File: config.mk
export PLATFORM = sky130hd
export DESIGN_NAME = expression_lexer_flat
export DESIGN_NICKNAME = d
export VERILOG_FILES = /design/src/rtl/explex_pkg.sv /design/src/rtl/explex_req_if.sv /design/src/rtl/explex_rsp_if.sv /design/src/rtl/explex_step.sv /design/src/rtl/explex_queue.sv /design/src/rtl/expression_lexer.sv /design/src/flat_wrapper.sv
export SDC_FILE = /design/constraint.sdc
export NUM_CORES = 1
export LEC_CHECK = 0
export BUFFER_PORTS_ARGS = -buffer_cell sky130_fd_sc_hd__buf_2
export CELL_PAD_IN_SITES_DETAIL_PLACEMENT = 1
export CELL_PAD_IN_SITES_GLOBAL_PLACEMENT = 2
export CORE_MARGIN = 2
export CORE_UTILIZATION = 43
export CTS_BUF_LIST = sky130_fd_sc_hd__clkbuf_4
export DETAILED_ROUTE_END_ITERATION = 10
export GPL_TIMING_DRIVEN = 0
export PLACE_DENSITY = 0.85
export SLEW_MARGIN = 30
export SYNTH_ARGS = -nofsm -noshare
export SYNTH_HDL_FRONTEND = slang
export SYNTH_SLANG_ARGS = --single-unit
File: constraint.sdc
create_clock -name clock -period 8 [get_ports clock]
set_clock_uncertainty 0.2 [all_clocks]
set_input_delay 1.2 -clock clock [delete_from_list [all_inputs] [get_ports clock]]
set_output_delay 1.2 -clock clock [all_outputs]
set_load 0.1 [all_outputs]
File: src/rtl/explex_pkg.sv
// Shared types, constants and helper functions for the expression lexer.
// Depends on nothing; used by every other lexer file but the macro header.
package explex_pkg;

   localparam int unsigned PosBits     = 16;
   localparam int unsigned CharBits    = 8;
   localparam int unsigned FieldBits   = 16;
   localparam int unsigned KindBits    = 4;
   localparam int unsigned FifoDepth   = 4;
   localparam int unsigned FifoAddrBits = $clog2(FifoDepth);
   localparam int unsigned FifoCountBits = $clog2(FifoDepth + 1);

   localparam logic [FieldBits-1:0] FieldMax = '1;

   localparam logic [CharBits-1:0] CharNul   = 8'h00;
   localparam logic [CharBits-1:0] CharSpace = 8'h20;
   localparam logic [CharBits-1:0] CharDot   = 8'h2E;
   localparam logic [CharBits-1:0] CharMinus = 8'h2D;
   localparam logic [CharBits-1:0] CharPlus  = 8'h2B;
   localparam logic [CharBits-1:0] CharStar  = 8'h2A;
   localparam logic [CharBits-1:0] CharSlash = 8'h2F;
   localparam logic [CharBits-1:0] CharCaret = 8'h5E;
   localparam logic [CharBits-1:0] CharPercent = 8'h25;
   localparam logic [CharBits-1:0] CharOpen  = 8'h28;
   localparam logic [CharBits-1:0] CharClose = 8'h29;

   typedef enum logic [KindBits-1:0] {
      KIND_NAME   = 4'd0,
      KIND_NUMBER = 4'd1,
      KIND_ADD    = 4'd2,
      KIND_NEGATE = 4'd3,
      KIND_MUL    = 4'd4,
      KIND_DIV    = 4'd5,
      KIND_POWER  = 4'd6,
      KIND_REM    = 4'd7,
      KIND_OPEN   = 4'd8,
      KIND_CLOSE  = 4'd9,
      KIND_ERROR  = 4'd10
   } kind_type;

   typedef enum logic [1:0] {
      MODE_IDLE   = 2'd0,
      MODE_NAME   = 2'd1,
      MODE_NUMBER = 2'd2,
      MODE_MINUS  = 2'd3
   } mode_type;

   typedef struct packed {
      kind_type             kind;
      logic [FieldBits-1:0] start;
      logic [FieldBits-1:0] length;
      logic [FieldBits-1:0] serial;
      logic                 last;
   } token_type;

   typedef struct packed {
      mode_type             mode;
      logic [PosBits-1:0]   run_start;
      logic [PosBits-1:0]   position;
      logic [FieldBits-1:0] emitted;
   } lex_state_type;

   function automatic kind_type pending_kind(input mode_type mode);
      kind_type k;
      unique case (mode)
         MODE_NAME:   k = KIND_NAME;
         MODE_NUMBER: k = KIND_NUMBER;
         MODE_MINUS:  k = KIND_NEGATE;
         default:     k = KIND_ERROR;
      endcase
      return k;
   endfunction

   // Length of a pending run that ends just before end_excl, at least one.
   function automatic logic [PosBits:0] run_length(input mode_type mode,
                                                  input logic [PosBits-1:0] start,
                                                  input logic [PosBits:0] end_excl);
      logic [PosBits:0] s;
      s = {1'b0, start};
      if (mode == MODE_MINUS || end_excl <= s) begin
         return (PosBits+1)'(1);
      end
      return end_excl - s;
   endfunction

   // Saturates a position or length to the width of a result field.
   function automatic logic [FieldBits-1:0] clamp_field(input logic [PosBits:0] v);
      logic [32:0] w;
      w = 33'(v);
      if (w > 33'(FieldMax)) begin
         return FieldMax;
      end
      return w[FieldBits-1:0];
   endfunction

endpackage

File: src/rtl/explex_req_if.sv
// Character channel into the expression lexer: valid, ready and one character.
// Depends on explex_pkg for the character width.
interface explex_req_if;
   logic                             valid;
   logic                             ready;
   logic [explex_pkg::CharBits-1:0]  char_code;
   logic                             end_of_text;

   modport source (output valid, output char_code, output end_of_text, input ready);
   modport sink (input valid, input char_code, input end_of_text, output ready);
endinterface

File: src/rtl/explex_rsp_if.sv
// Token channel out of the expression lexer: valid, ready and one token.
// Depends on explex_pkg for field widths.
interface explex_rsp_if;
   logic                              valid;
   logic                              ready;
   logic [explex_pkg::KindBits-1:0]   token_kind;
   logic [explex_pkg::FieldBits-1:0]  token_start;
   logic [explex_pkg::FieldBits-1:0]  token_length;
   logic [explex_pkg::FieldBits-1:0]  token_serial;
   logic                              last_of_run;

   modport source (output valid, output token_kind, output token_start,
                   output token_length, output token_serial, output last_of_run,
                   input ready);
   modport sink (input valid, input token_kind, input token_start,
                 input token_length, input token_serial, input last_of_run,
                 output ready);
endinterface

File: src/rtl/explex_step.sv
// Next-state and token logic for one character of the expression lexer.
// Depends on explex_pkg; purely combinational, used by expression_lexer.
module explex_step (
   input  explex_pkg::lex_state_type         state,
   input  logic [explex_pkg::CharBits-1:0]   char_code,
   input  logic                              end_of_text,
   output explex_pkg::lex_state_type         state_in,
   output explex_pkg::token_type             token0,
   output explex_pkg::token_type             token1,
   output logic [1:0]                        emit_count
);

   logic                              is_letter;
   logic                              is_digit;
   logic                              is_dot;
   logic                              is_minus;
   logic                              is_blank;
   logic                              absorbed;
   explex_pkg::kind_type              op_kind;
   logic [explex_pkg::PosBits:0]      pos_ext;
   logic [explex_pkg::PosBits:0]      pos_next_ext;
   explex_pkg::mode_type              mode_after;
   logic [explex_pkg::PosBits-1:0]    start_after;
   logic                              flush_valid;
   logic                              fresh_valid;
   logic                              final_valid;
   explex_pkg::token_type             flush_tok;
   explex_pkg::token_type             fresh_tok;
   explex_pkg::token_type             final_tok;

   always_comb begin
      is_letter = (char_code >= 8'h41 && char_code <= 8'h5A) ||
                  (char_code >= 8'h61 && char_code <= 8'h7A);
      is_digit  = char_code >= 8'h30 && char_code <= 8'h39;
      is_dot    = char_code == explex_pkg::CharDot;
      is_minus  = char_code == explex_pkg::CharMinus;
      is_blank  = char_code == explex_pkg::CharSpace || char_code == explex_pkg::CharNul;

      unique case (char_code)
         explex_pkg::CharPlus:    op_kind = explex_pkg::KIND_ADD;
         explex_pkg::CharStar:    op_kind = explex_pkg::KIND_MUL;
         explex_pkg::CharSlash:   op_kind = explex_pkg::KIND_DIV;
         explex_pkg::CharCaret:   op_kind = explex_pkg::KIND_POWER;
         explex_pkg::CharPercent: op_kind = explex_pkg::KIND_REM;
         explex_pkg::CharOpen:    op_kind = explex_pkg::KIND_OPEN;
         explex_pkg::CharClose:   op_kind = explex_pkg::KIND_CLOSE;
         default:                 op_kind = explex_pkg::KIND_ERROR;
      endcase

      pos_ext      = {1'b0, state.position};
      pos_next_ext = pos_ext + (explex_pkg::PosBits+1)'(1);

      absorbed = (state.mode == explex_pkg::MODE_NAME && is_letter) ||
                 (state.mode == explex_pkg::MODE_NUMBER && (is_digit || is_dot)) ||
                 (state.mode == explex_pkg::MODE_MINUS && is_digit);

      // A pending run that the character does not continue is closed first.
      flush_valid      = !absorbed && state.mode != explex_pkg::MODE_IDLE;
      flush_tok.kind   = explex_pkg::pending_kind(state.mode);
      flush_tok.start  = explex_pkg::clamp_field({1'b0, state.run_start});
      flush_tok.length = explex_pkg::clamp_field(
         explex_pkg::run_length(state.mode, state.run_start, pos_ext));
      flush_tok.serial = '0;
      flush_tok.last   = 1'b0;

      fresh_valid      = 1'b0;
      fresh_tok.kind   = op_kind;
      fresh_tok.start  = explex_pkg::clamp_field(pos_ext);
      fresh_tok.length = explex_pkg::FieldBits'(1);
      fresh_tok.serial = '0;
      fresh_tok.last   = 1'b0;

      start_after = state.run_start;
      if (absorbed) begin
         mode_after = (state.mode == explex_pkg::MODE_MINUS) ?
                      explex_pkg::MODE_NUMBER : state.mode;
      end else if (is_letter) begin
         mode_after  = explex_pkg::MODE_NAME;
         start_after = state.position;
      end else if (is_digit) begin
         mode_after  = explex_pkg::MODE_NUMBER;
         start_after = state.position;
      end else if (is_minus) begin
         mode_after  = explex_pkg::MODE_MINUS;
         start_after = state.position;
      end else begin
         mode_after  = explex_pkg::MODE_IDLE;
         fresh_valid = !is_blank;
      end

      // The final character closes whatever run is still open, itself included.
      final_valid      = end_of_text && mode_after != explex_pkg::MODE_IDLE;
      final_tok.kind   = explex_pkg::pending_kind(mode_after);
      final_tok.start  = explex_pkg::clamp_field({1'b0, start_after});
      final_tok.length = explex_pkg::clamp_field(
         explex_pkg::run_length(mode_after, start_after, pos_next_ext));
      final_tok.serial = '0;
      final_tok.last   = 1'b0;

      token1 = final_tok;
      if (flush_valid) begin
         token0 = flush_tok;
         if (fresh_valid) begin
            token1 = fresh_tok;
         end
         emit_count = (fresh_valid || final_valid) ? 2'd2 : 2'd1;
      end else if (fresh_valid) begin
         token0     = fresh_tok;
         emit_count = 2'd1;
      end else begin
         token0     = final_tok;
         emit_count = final_valid ? 2'd1 : 2'd0;
      end
      token0.serial = state.emitted;
      token1.serial = state.emitted + explex_pkg::FieldBits'(1);
      token0.last   = emit_count == 2'd1;
      token1.last   = 1'b1;

      if (end_of_text) begin
         state_in.mode      = explex_pkg::MODE_IDLE;
         state_in.run_start = '0;
         state_in.position  = '0;
         state_in.emitted   = '0;
      end else begin
         state_in.mode      = mode_after;
         state_in.run_start = start_after;
         state_in.position  = (&state.position) ? state.position :
                              pos_next_ext[explex_pkg::PosBits-1:0];
         state_in.emitted   = state.emitted + explex_pkg::FieldBits'(emit_count);
      end
   end

endmodule

File: src/rtl/explex_queue.sv
// Small token queue that takes up to two tokens a cycle and sends one while the receiver is ready.
// Depends on explex_pkg and explex_rsp_if; used by expression_lexer.
module explex_queue (
   input  logic                   clock,
   input  logic                   reset,
   input  logic [1:0]             push_count,
   input  explex_pkg::token_type  push0,
   input  explex_pkg::token_type  push1,
   output logic                   room_for_two,
   explex_rsp_if.source           rsp_chan
);

   explex_pkg::token_type                   entries_ff [explex_pkg::FifoDepth];
   logic [explex_pkg::FifoAddrBits-1:0]     wr_ptr_ff;
   logic [explex_pkg::FifoAddrBits-1:0]     wr_ptr_in;
   logic [explex_pkg::FifoAddrBits-1:0]     wr_next;
   logic [explex_pkg::FifoAddrBits-1:0]     rd_ptr_ff;
   logic [explex_pkg::FifoAddrBits-1:0]     rd_ptr_in;
   logic [explex_pkg::FifoCountBits-1:0]    count_ff;
   logic [explex_pkg::FifoCountBits-1:0]    count_in;
   logic                                    pop;
   explex_pkg::token_type                   head;

   always_comb begin
      pop          = rsp_chan.valid && rsp_chan.ready;
      room_for_two = count_ff <= explex_pkg::FifoCountBits'(explex_pkg::FifoDepth - 2);
      wr_next      = wr_ptr_ff + explex_pkg::FifoAddrBits'(1);
      wr_ptr_in    = wr_ptr_ff + explex_pkg::FifoAddrBits'(push_count);
      rd_ptr_in    = rd_ptr_ff + explex_pkg::FifoAddrBits'(pop);
      count_in     = count_ff + explex_pkg::FifoCountBits'(push_count) -
                     explex_pkg::FifoCountBits'(pop);
      head         = entries_ff[rd_ptr_ff];
   end

   assign rsp_chan.valid        = count_ff != '0;
   assign rsp_chan.token_kind   = head.kind;
   assign rsp_chan.token_start  = head.start;
   assign rsp_chan.token_length = head.length;
   assign rsp_chan.token_serial = head.serial;
   assign rsp_chan.last_of_run  = head.last;

   always_ff @(posedge clock) begin
      if (reset) begin
         wr_ptr_ff <= '0;
         rd_ptr_ff <= '0;
         count_ff  <= '0;
      end else begin
         wr_ptr_ff <= wr_ptr_in;
         rd_ptr_ff <= rd_ptr_in;
         count_ff  <= count_in;
      end
   end

   always_ff @(posedge clock) begin
      if (push_count != 2'd0) begin
         entries_ff[wr_ptr_ff] <= push0;
      end
      if (push_count == 2'd2) begin
         entries_ff[wr_next] <= push1;
      end
   end

endmodule

File: src/rtl/expression_lexer.sv
// Top level of the streaming expression lexer: state registers, step logic, token queue.
// Depends on explex_pkg, explex_req_if, explex_rsp_if, explex_step and explex_queue.
//
//   Channel    Direction   Carries
//   req_chan   in          char_code, end_of_text
//   rsp_chan   out         token_kind, token_start, token_length, token_serial, last_of_run
//
// One character is taken per cycle while the queue has room for two; its tokens are written
// into a four-entry queue at the accepting edge and are offered from the next cycle.
// A character can yield two tokens, so the input pauses only while the queue holds three
// or more tokens.
// Synchronous reset clears the lexer state and empties the queue; no clearing pass is needed.
// A stalled output keeps its token while further characters fill the queue.
module expression_lexer (
   input  logic         clock,
   input  logic         reset,
   explex_req_if.sink   req_chan,
   explex_rsp_if.source rsp_chan
);

   explex_pkg::lex_state_type  state_ff;
   explex_pkg::lex_state_type  state_in;
   explex_pkg::token_type      token0;
   explex_pkg::token_type      token1;
   logic [1:0]                 emit_count;
   logic [1:0]                 push_count;
   logic                       room_for_two;
   logic                       accept;

   assign req_chan.ready = room_for_two;
   assign accept         = req_chan.valid && room_for_two;
   assign push_count     = accept ? emit_count : 2'd0;

   explex_step u_step (
      .state       (state_ff),
      .char_code   (req_chan.char_code),
      .end_of_text (req_chan.end_of_text),
      .state_in    (state_in),
      .token0      (token0),
      .token1      (token1),
      .emit_count  (emit_count)
   );

   explex_queue u_queue (
      .clock        (clock),
      .reset        (reset),
      .push_count   (push_count),
      .push0        (token0),
      .push1        (token1),
      .room_for_two (room_for_two),
      .rsp_chan     (rsp_chan)
   );

   always_ff @(posedge clock) begin
      if (reset) begin
         state_ff.mode      <= explex_pkg::MODE_IDLE;
         state_ff.run_start <= '0;
         state_ff.position  <= '0;
         state_ff.emitted   <= '0;
      end else if (accept) begin
         state_ff <= state_in;
      end
   end

endmodule

File: src/flat_wrapper.sv
// flat-port wrapper written by rule: the top's interface ports become plain ports
module expression_lexer_flat 
  (clock, reset, req_chan_valid, req_chan_char_code, req_chan_end_of_text, req_chan_ready, rsp_chan_valid, rsp_chan_token_kind, rsp_chan_token_start, rsp_chan_token_length, rsp_chan_token_serial, rsp_chan_last_of_run, rsp_chan_ready);
  explex_req_if req_chan_i ();
  explex_rsp_if rsp_chan_i ();
  input  logic clock;
  input  logic reset;
  input wire logic [$bits(req_chan_i.valid)-1:0] req_chan_valid;
  input wire logic [$bits(req_chan_i.char_code)-1:0] req_chan_char_code;
  input wire logic [$bits(req_chan_i.end_of_text)-1:0] req_chan_end_of_text;
  output wire logic [$bits(req_chan_i.ready)-1:0] req_chan_ready;
  output wire logic [$bits(rsp_chan_i.valid)-1:0] rsp_chan_valid;
  output wire logic [$bits(rsp_chan_i.token_kind)-1:0] rsp_chan_token_kind;
  output wire logic [$bits(rsp_chan_i.token_start)-1:0] rsp_chan_token_start;
  output wire logic [$bits(rsp_chan_i.token_length)-1:0] rsp_chan_token_length;
  output wire logic [$bits(rsp_chan_i.token_serial)-1:0] rsp_chan_token_serial;
  output wire logic [$bits(rsp_chan_i.last_of_run)-1:0] rsp_chan_last_of_run;
  input wire logic [$bits(rsp_chan_i.ready)-1:0] rsp_chan_ready;
  assign req_chan_i.valid = req_chan_valid;
  assign req_chan_i.char_code = req_chan_char_code;
  assign req_chan_i.end_of_text = req_chan_end_of_text;
  assign req_chan_ready = req_chan_i.ready;
  assign rsp_chan_valid = rsp_chan_i.valid;
  assign rsp_chan_token_kind = rsp_chan_i.token_kind;
  assign rsp_chan_token_start = rsp_chan_i.token_start;
  assign rsp_chan_token_length = rsp_chan_i.token_length;
  assign rsp_chan_token_serial = rsp_chan_i.token_serial;
  assign rsp_chan_last_of_run = rsp_chan_i.last_of_run;
  assign rsp_chan_i.ready = rsp_chan_ready;
  expression_lexer u_core (.clock(clock), .reset(reset), .req_chan(req_chan_i), .rsp_chan(rsp_chan_i));
endmodule
Word level (Yosys, flattened, before mapping)
Memory sizes are Yosys's and may differ from the RTL's. A register that Yosys moved wholly into a read port is not among the register bits.
Cells that the tools add are included.

cells by class
  $add $sub $neg = 10
  eq/ne operators = 19
  reductions and logical operators = 27
  mux-type cells = 43
  magnitude comparators = 11

operators by type and width
  operator                                                                              count
  53-bit 2-to-1 mux                                                                     3
  16-bit 2-to-1 mux                                                                     9
  8-bit by 6-bit == test with 1-bit output (second input constant)                      9
  17-bit 2-to-1 mux                                                                     4
  50-bit 2-to-1 mux                                                                     1
  17-bit by 16-bit greater-than comparator with 1-bit output (second input constant)    2
  4-bit case mux with 7 select lines                                                    1
  4-bit case mux with 3 select lines                                                    2
  2-bit 2-to-1 mux                                                                      9
  16-bit by 1-bit adder with 17-bit output (second input constant)                      1
  17-bit by 16-bit <= comparator with 1-bit output                                      1
  16-bit by 16-bit subtractor with 17-bit output                                        1
  17-bit by 16-bit subtractor with 17-bit output                                        1
  16-bit by 1-bit adder with 16-bit output (second input constant)                      1
  16-bit by 2-bit adder with 16-bit output                                              1
  8-bit by 7-bit greater-or-equal comparator with 1-bit output (second input constant)  2
  16-bit <= comparator                                                                  1
  8-bit by 7-bit <= comparator with 1-bit output (second input constant)                2
  16-bit AND reduction                                                                  1
  1-bit 2-to-1 mux                                                                      14
  2-bit == test (second input constant)                                                 5
  1-bit logical AND                                                                     10
  8-bit by 7-bit == test with 1-bit output (second input constant)                      1
  8-bit by 6-bit greater-or-equal comparator with 1-bit output (second input constant)  1
  15 further kinds                                                                      27

word-level totals
  memories kept = 1
  output and inout port bits = 55
  RAM bits = 212
  word-level logic and storage cells = 118
  register bits after elaboration = 57
  input port bits = 13

memory list
  memory                     depth  width  read ports  clocked after memory_dff  wr ports  line                text
  u_core.u_queue.entries_ff  4      53     1           1                         2         explex_queue.sv:13  explex_pkg::token_type entries_ff [explex_pkg::FifoDepth];

Longest topological paths before layout
  depth after elaboration = 16
  gate-level depth with buffers = 23
  gate-level depth less buffers = 23

Cells and area by module
Synthesis repeated with hierarchy kept, for this count alone.

unflattened totals
  cell total of the unflattened synthesis = 1500
  area, all modules = 17538.1 µm²

by module, submodules not included
  module            area an instance (µm²)  cells each  sequential area each (µm²)  times used
  explex_queue      10726.5                 563         6506.2                      1
  explex_step       4549.4                  707         0.0                         1
  expression_lexer  2262.2                  230         1001.0                      1

Worst setup path after synthesis
No wires, ideal clock.

  path type = input port to flip-flop
  start point = in req_chan_char_code[4]
  end point = mem u_core.u_queue.entries_ff[2][10] (netlist bit), enable pin
  path buffers = 3
  setup slack = 2032 ps
  data required time = 7190 ps
  stages = 15
  arrival time = 5159 ps
  library setup time = 610 ps
  cells stage by stage = clkbuf_1 or4_4 a21boi_2 nand2b_1 o21ai_0 o21ai_0 inv_1 ha_1 o21ai_0 ha_1 nor2_1 or3_1 clkbuf_1 clkbuf_1 nand2_1

RTL lines
  what         line                text
  from (decl)  flat_wrapper.sv:9   input wire logic [$bits(req_chan_i.char_code)-1:0] req_chan_char_code;
  to (decl)    explex_queue.sv:13

==> results.json <==
{
  "status": "finished, final reports clean",
  "cp-end-kind": "flop",
  "finalHoldViolCount": 0,
  "synth_flop_cell": "edfxtp_1",
  "synth-xor-area-share": 0.03686,
  "drtPass1Iterations": 5,
  "crit_path_end": "u_core.u_queue.entries_ff[1][36]",
  "clk_path_buf_depth": 3,
  "seqPwrFrac": 0.329,
  "p_int_mw": 2.763,
  "rows": 69,
  "synthArstFlopShare": 0,
  "hold_buffers": 0,
  "path_max_fanout": 37,
  "drive_above_1_share": 0.1951,
  "worstMarginPinSlew_ns": 1.014,
  "vdd_ir_drop_max_v": 0.0002674,
  "p_leak_nw": 6.424,
  "place_congestion": 0.8675,
  "initial_core_util": 0.4378,
  "grt_pass1_wl_mm": 79.05,
  "antenna_found_initial": 2,
  "viasPerCell": 6.086,
  "layout_commonest_cell": "edfxtp_1",
  "ys_ff_latch": 269,
  "path_buf_inv": 5,
  "root_buffer": "clkbuf_4",
  "crit_top_cell": "clkbuf_1",
  "core_mm2": 0.03574,
  "cp_data_required_time_ns": 8.29,
  "synth_top_area_share": 0.3992,
  "final_cell_mix": "208 x edfxtp_1, 124 x nor2_1, 119 x nand2_1, 116 x clkbuf_4, 107 x o21ai_0",
  "final_core_util": 0.4961,
  "slowest_stage": "nor4b_1",
  "worst-path-stages": 15,
  "ioPinCount": 68,
  "wl_mm": 51.93,
  "cap_violations": 0,
  "dieArea_mm2": 0.03793,
  "slew_headroom": 0.3238,
  "syn_to_final_growth_pct": 13.33,
  "worstHoldStart": "u_core.u_queue.entries_ff[2][0]",
  "dr.first_iter.drc_count": 1057,
  "place_hpwl_mm": 37.17,
  "grt_overflow": 0,
  "synth_fp_nets": 1497,
  "path_cells": "clkbuf_1, nor4b_1, nand2_1, nor3_1, a211o_1, inv_1, ha_1, o21ai_0, ha_1, nor2_1, or3_1, clkbuf_1, clkbuf_1, nand2_4, buf_16",
  "postSynthCellCount": 1431,
  "crit_arrival_ns": 6.44,
  "io_buffers": 65,
  "die_h_um": 194.8,
  "post_cts_buffers": 0,
  "die_w_um": 194.8,
  "nets": 1647,
  "cts_resized": 0,
  "p_per_area_mw_per_mm2": 281.9,
  "drtAntennaViolNets": 0,
  "ys_types": 81,
  "power_frac_comb": 0.396,
  "grt_max_degree": 38,
  "yosysWarnings": 0,
  "vias": 12790,
  "clockPowerShare": 0.275,
  "fin_crit_ns": 6.148,
  "cp-startpoint": "req_chan_char_code[4]",
  "synth_compound_area_frac": 0.1895,
  "synth_enable_flop_cells": 208,
  "ys_top_cells_by_area": "edfxtp_1 40%, dfxtp_1 7.8%, mux4_2 7.6%",
  "yosys.area_share.simple": 0.1178,
  "maxClockFrequency_mhz": 162.7,
  "wl_per_cell_um": 24.70,
  "route.detailed.drc": 0,
  "clkLatencyLatePin_ns": 0.82,
  "synthAdderAreaFrac": 0.04430,
  "min_path_type": "flop to flop",
  "fin_total_pwr_mw": 4.999,
  "fin_crit_sh": 0.7685,
  "critPathLaunchType": "input port",
  "final_cell_count_no_fill": 2102,
  "max_stage_delay_ns": 0.75,
  "finalSetupViolations": 0,
  "drv_slew": 0,
  "rr_worst_depth": 18,
  "final_area_mm2": 0.01773,
  "p_switching_mw": 2.236,
  "reg2reg_from": "u_core.state_ff[48]",
  "clock_sinks": 269,
  "rsz0062_at_grt": "false",
  "swShare": 0.4474,
  "grt_pass1_vias": 13210,
  "placed_cell_area_mm2": 0.01670,
  "r2r_slack_ns": 2.14,
  "fin_ws_ns": 1.852,
  "syn_avg_cell_area_um2": 10.93,
  "cts_tree": "built",
  "post-place-ws_ns": 1.203,
  "cts_buffers": 78,
  "yosysSeqAreaShare": 0.4772,
  "r2r-end": "u_core.u_queue.entries_ff[1][36]",
  "clkTransAtPathRegs_ns": 0.06,
  "synth_area_mm2": 0.01565,
  "critical_path_class": "input port to flop",
  "synth_mux_area_frac": 0.09124,
  "synth_top_family_by_area": "compound AO/OA/AOI/OAI gates",
  "critical_path.top_delay_family": "simple AND/OR/NAND/NOR gates",
  "htreeDepth": 3,
  "synth_top_cell_by_area": "edfxtp_1",
  "placed_cells": 1962,
  "grt_usage": 0.2758
}
-- power groups by stage --
stage	logic, mW	clock network [mW]	registers, mW
6_report	1.98	1.38	1.64
5_1_grt	2.06	1.46	1.65
4_1_cts	1.98	1.39	1.64
3_5_place_dp	1.98	0	1.67
3_3_place_gp	1.94	0	1.68
2_1_floorplan	1.57	0	1.66
-- synthesized netlist by cell type (all sizes together), types with 3 or more instances --
master,n
a211o,6
a211oi,5
a21o,19
a21oi,63
a22o,78
a22oi,13
a311oi,5
a31oi,4
and2,12
and3,13
and4,6
buf,35
clkbuf,73
dfxtp,61
edfxtp,208
fa,4
ha,49
inv,45
mux2,3
mux2i,20
mux4,53
nand2,124
nand2b,23
nand3,25
nand3b,6
nand4,6
nor2,124
nor2b,9
nor3,19
nor3b,3
nor4,8
o21a,12
o21ai,112
o21bai,5
o22a,4
o22ai,60
o2bb2ai,13
o31ai,3
or3,10
xnor2,36
xor2,29
-- cell families (layout without fill, tap and decap cells) --
kind of cell | Yosys count | in the layout
adders and majority gates | 53 | 53
and+or+nand+nor | 394 | 394
AOI/OAI and AO/OA | 421 | 421
muxes | 76 | 76
xor gates and xnor gates | 65 | 65
buffers and inverters | 153 | 362
other | 0 | 1
DFF | 269 | 269
-- worst reg2reg max path: cells and delay by family, from the launching register on --
family | cells | cell delay, ns
AOI/OAI and AO/OA | 4 | 0.68
adders and majority gates | 3 | 0.79
buffers and inverters | 6 | 1.76
DFF | 1 | 0.34
and+or+nand+nor | 5 | 1.80
-- flip-flops by register name, summed over array words and instances, names as in the netlist --
signal / cells
u_core.u_queue.entries_ff: 212
u_core.state_ff: 50
u_core.u_queue.count_ff: 3
u_core.u_queue.rd_ptr_ff: 2
u_core.u_queue.wr_ptr_ff: 2
-- layer usage --
metal / GRT usage / share of wire / vias to the layer above
met5: 0 / 0 / -
met4: 0.09302 / 0.022 / 0
met3: 0.05223 / 0.076 / 89
met2: 0.4359 / 0.46 / 505
met1: 0.3826 / 0.44 / 6431
li1: - / - / 5768
-- stage by stage --
step / setup TNS [ns] / hold slack, ns
2_1_floorplan: 0 / 0.2790
3_3_place_gp: -38.11 / 0.2997
3_5_place_dp: 0 / 0.3354
4_1_cts: 0 / 0.3481
5_1_grt: 0 / 0.3698
6_report: 0 / 0.3336
-- how the worst min path moves through the flow --
stage,cells after the start,to
final,2,u_core.u_queue.entries_ff[2][0]
after global routing,2,u_core.u_queue.entries_ff[1][0]
after CTS,2,u_core.u_queue.entries_ff[2][0]
after detailed placement,2,u_core.u_queue.entries_ff[2][0]
after global placement,2,u_core.u_queue.entries_ff[2][0]
after floorplan,2,u_core.u_queue.entries_ff[2][0]
-- layout make-up --
cell class / instances / area (um^2)
Antenna cell: 1 / 2.502
Buffer: 108 / 509.2
Clock buffer: 116 / 870.8
Clock inverter: 23 / 160.2
Fill cell: 3982 / 18010
Inverter: 45 / 171.4
Multi-Input combinational cell: 1009 / 7557
Sequential cell: 269 / 7467
Tap cell: 461 / 576.8
Timing Repair Buffer: 70 / 417.9
(Power assumes the default switching activity.)
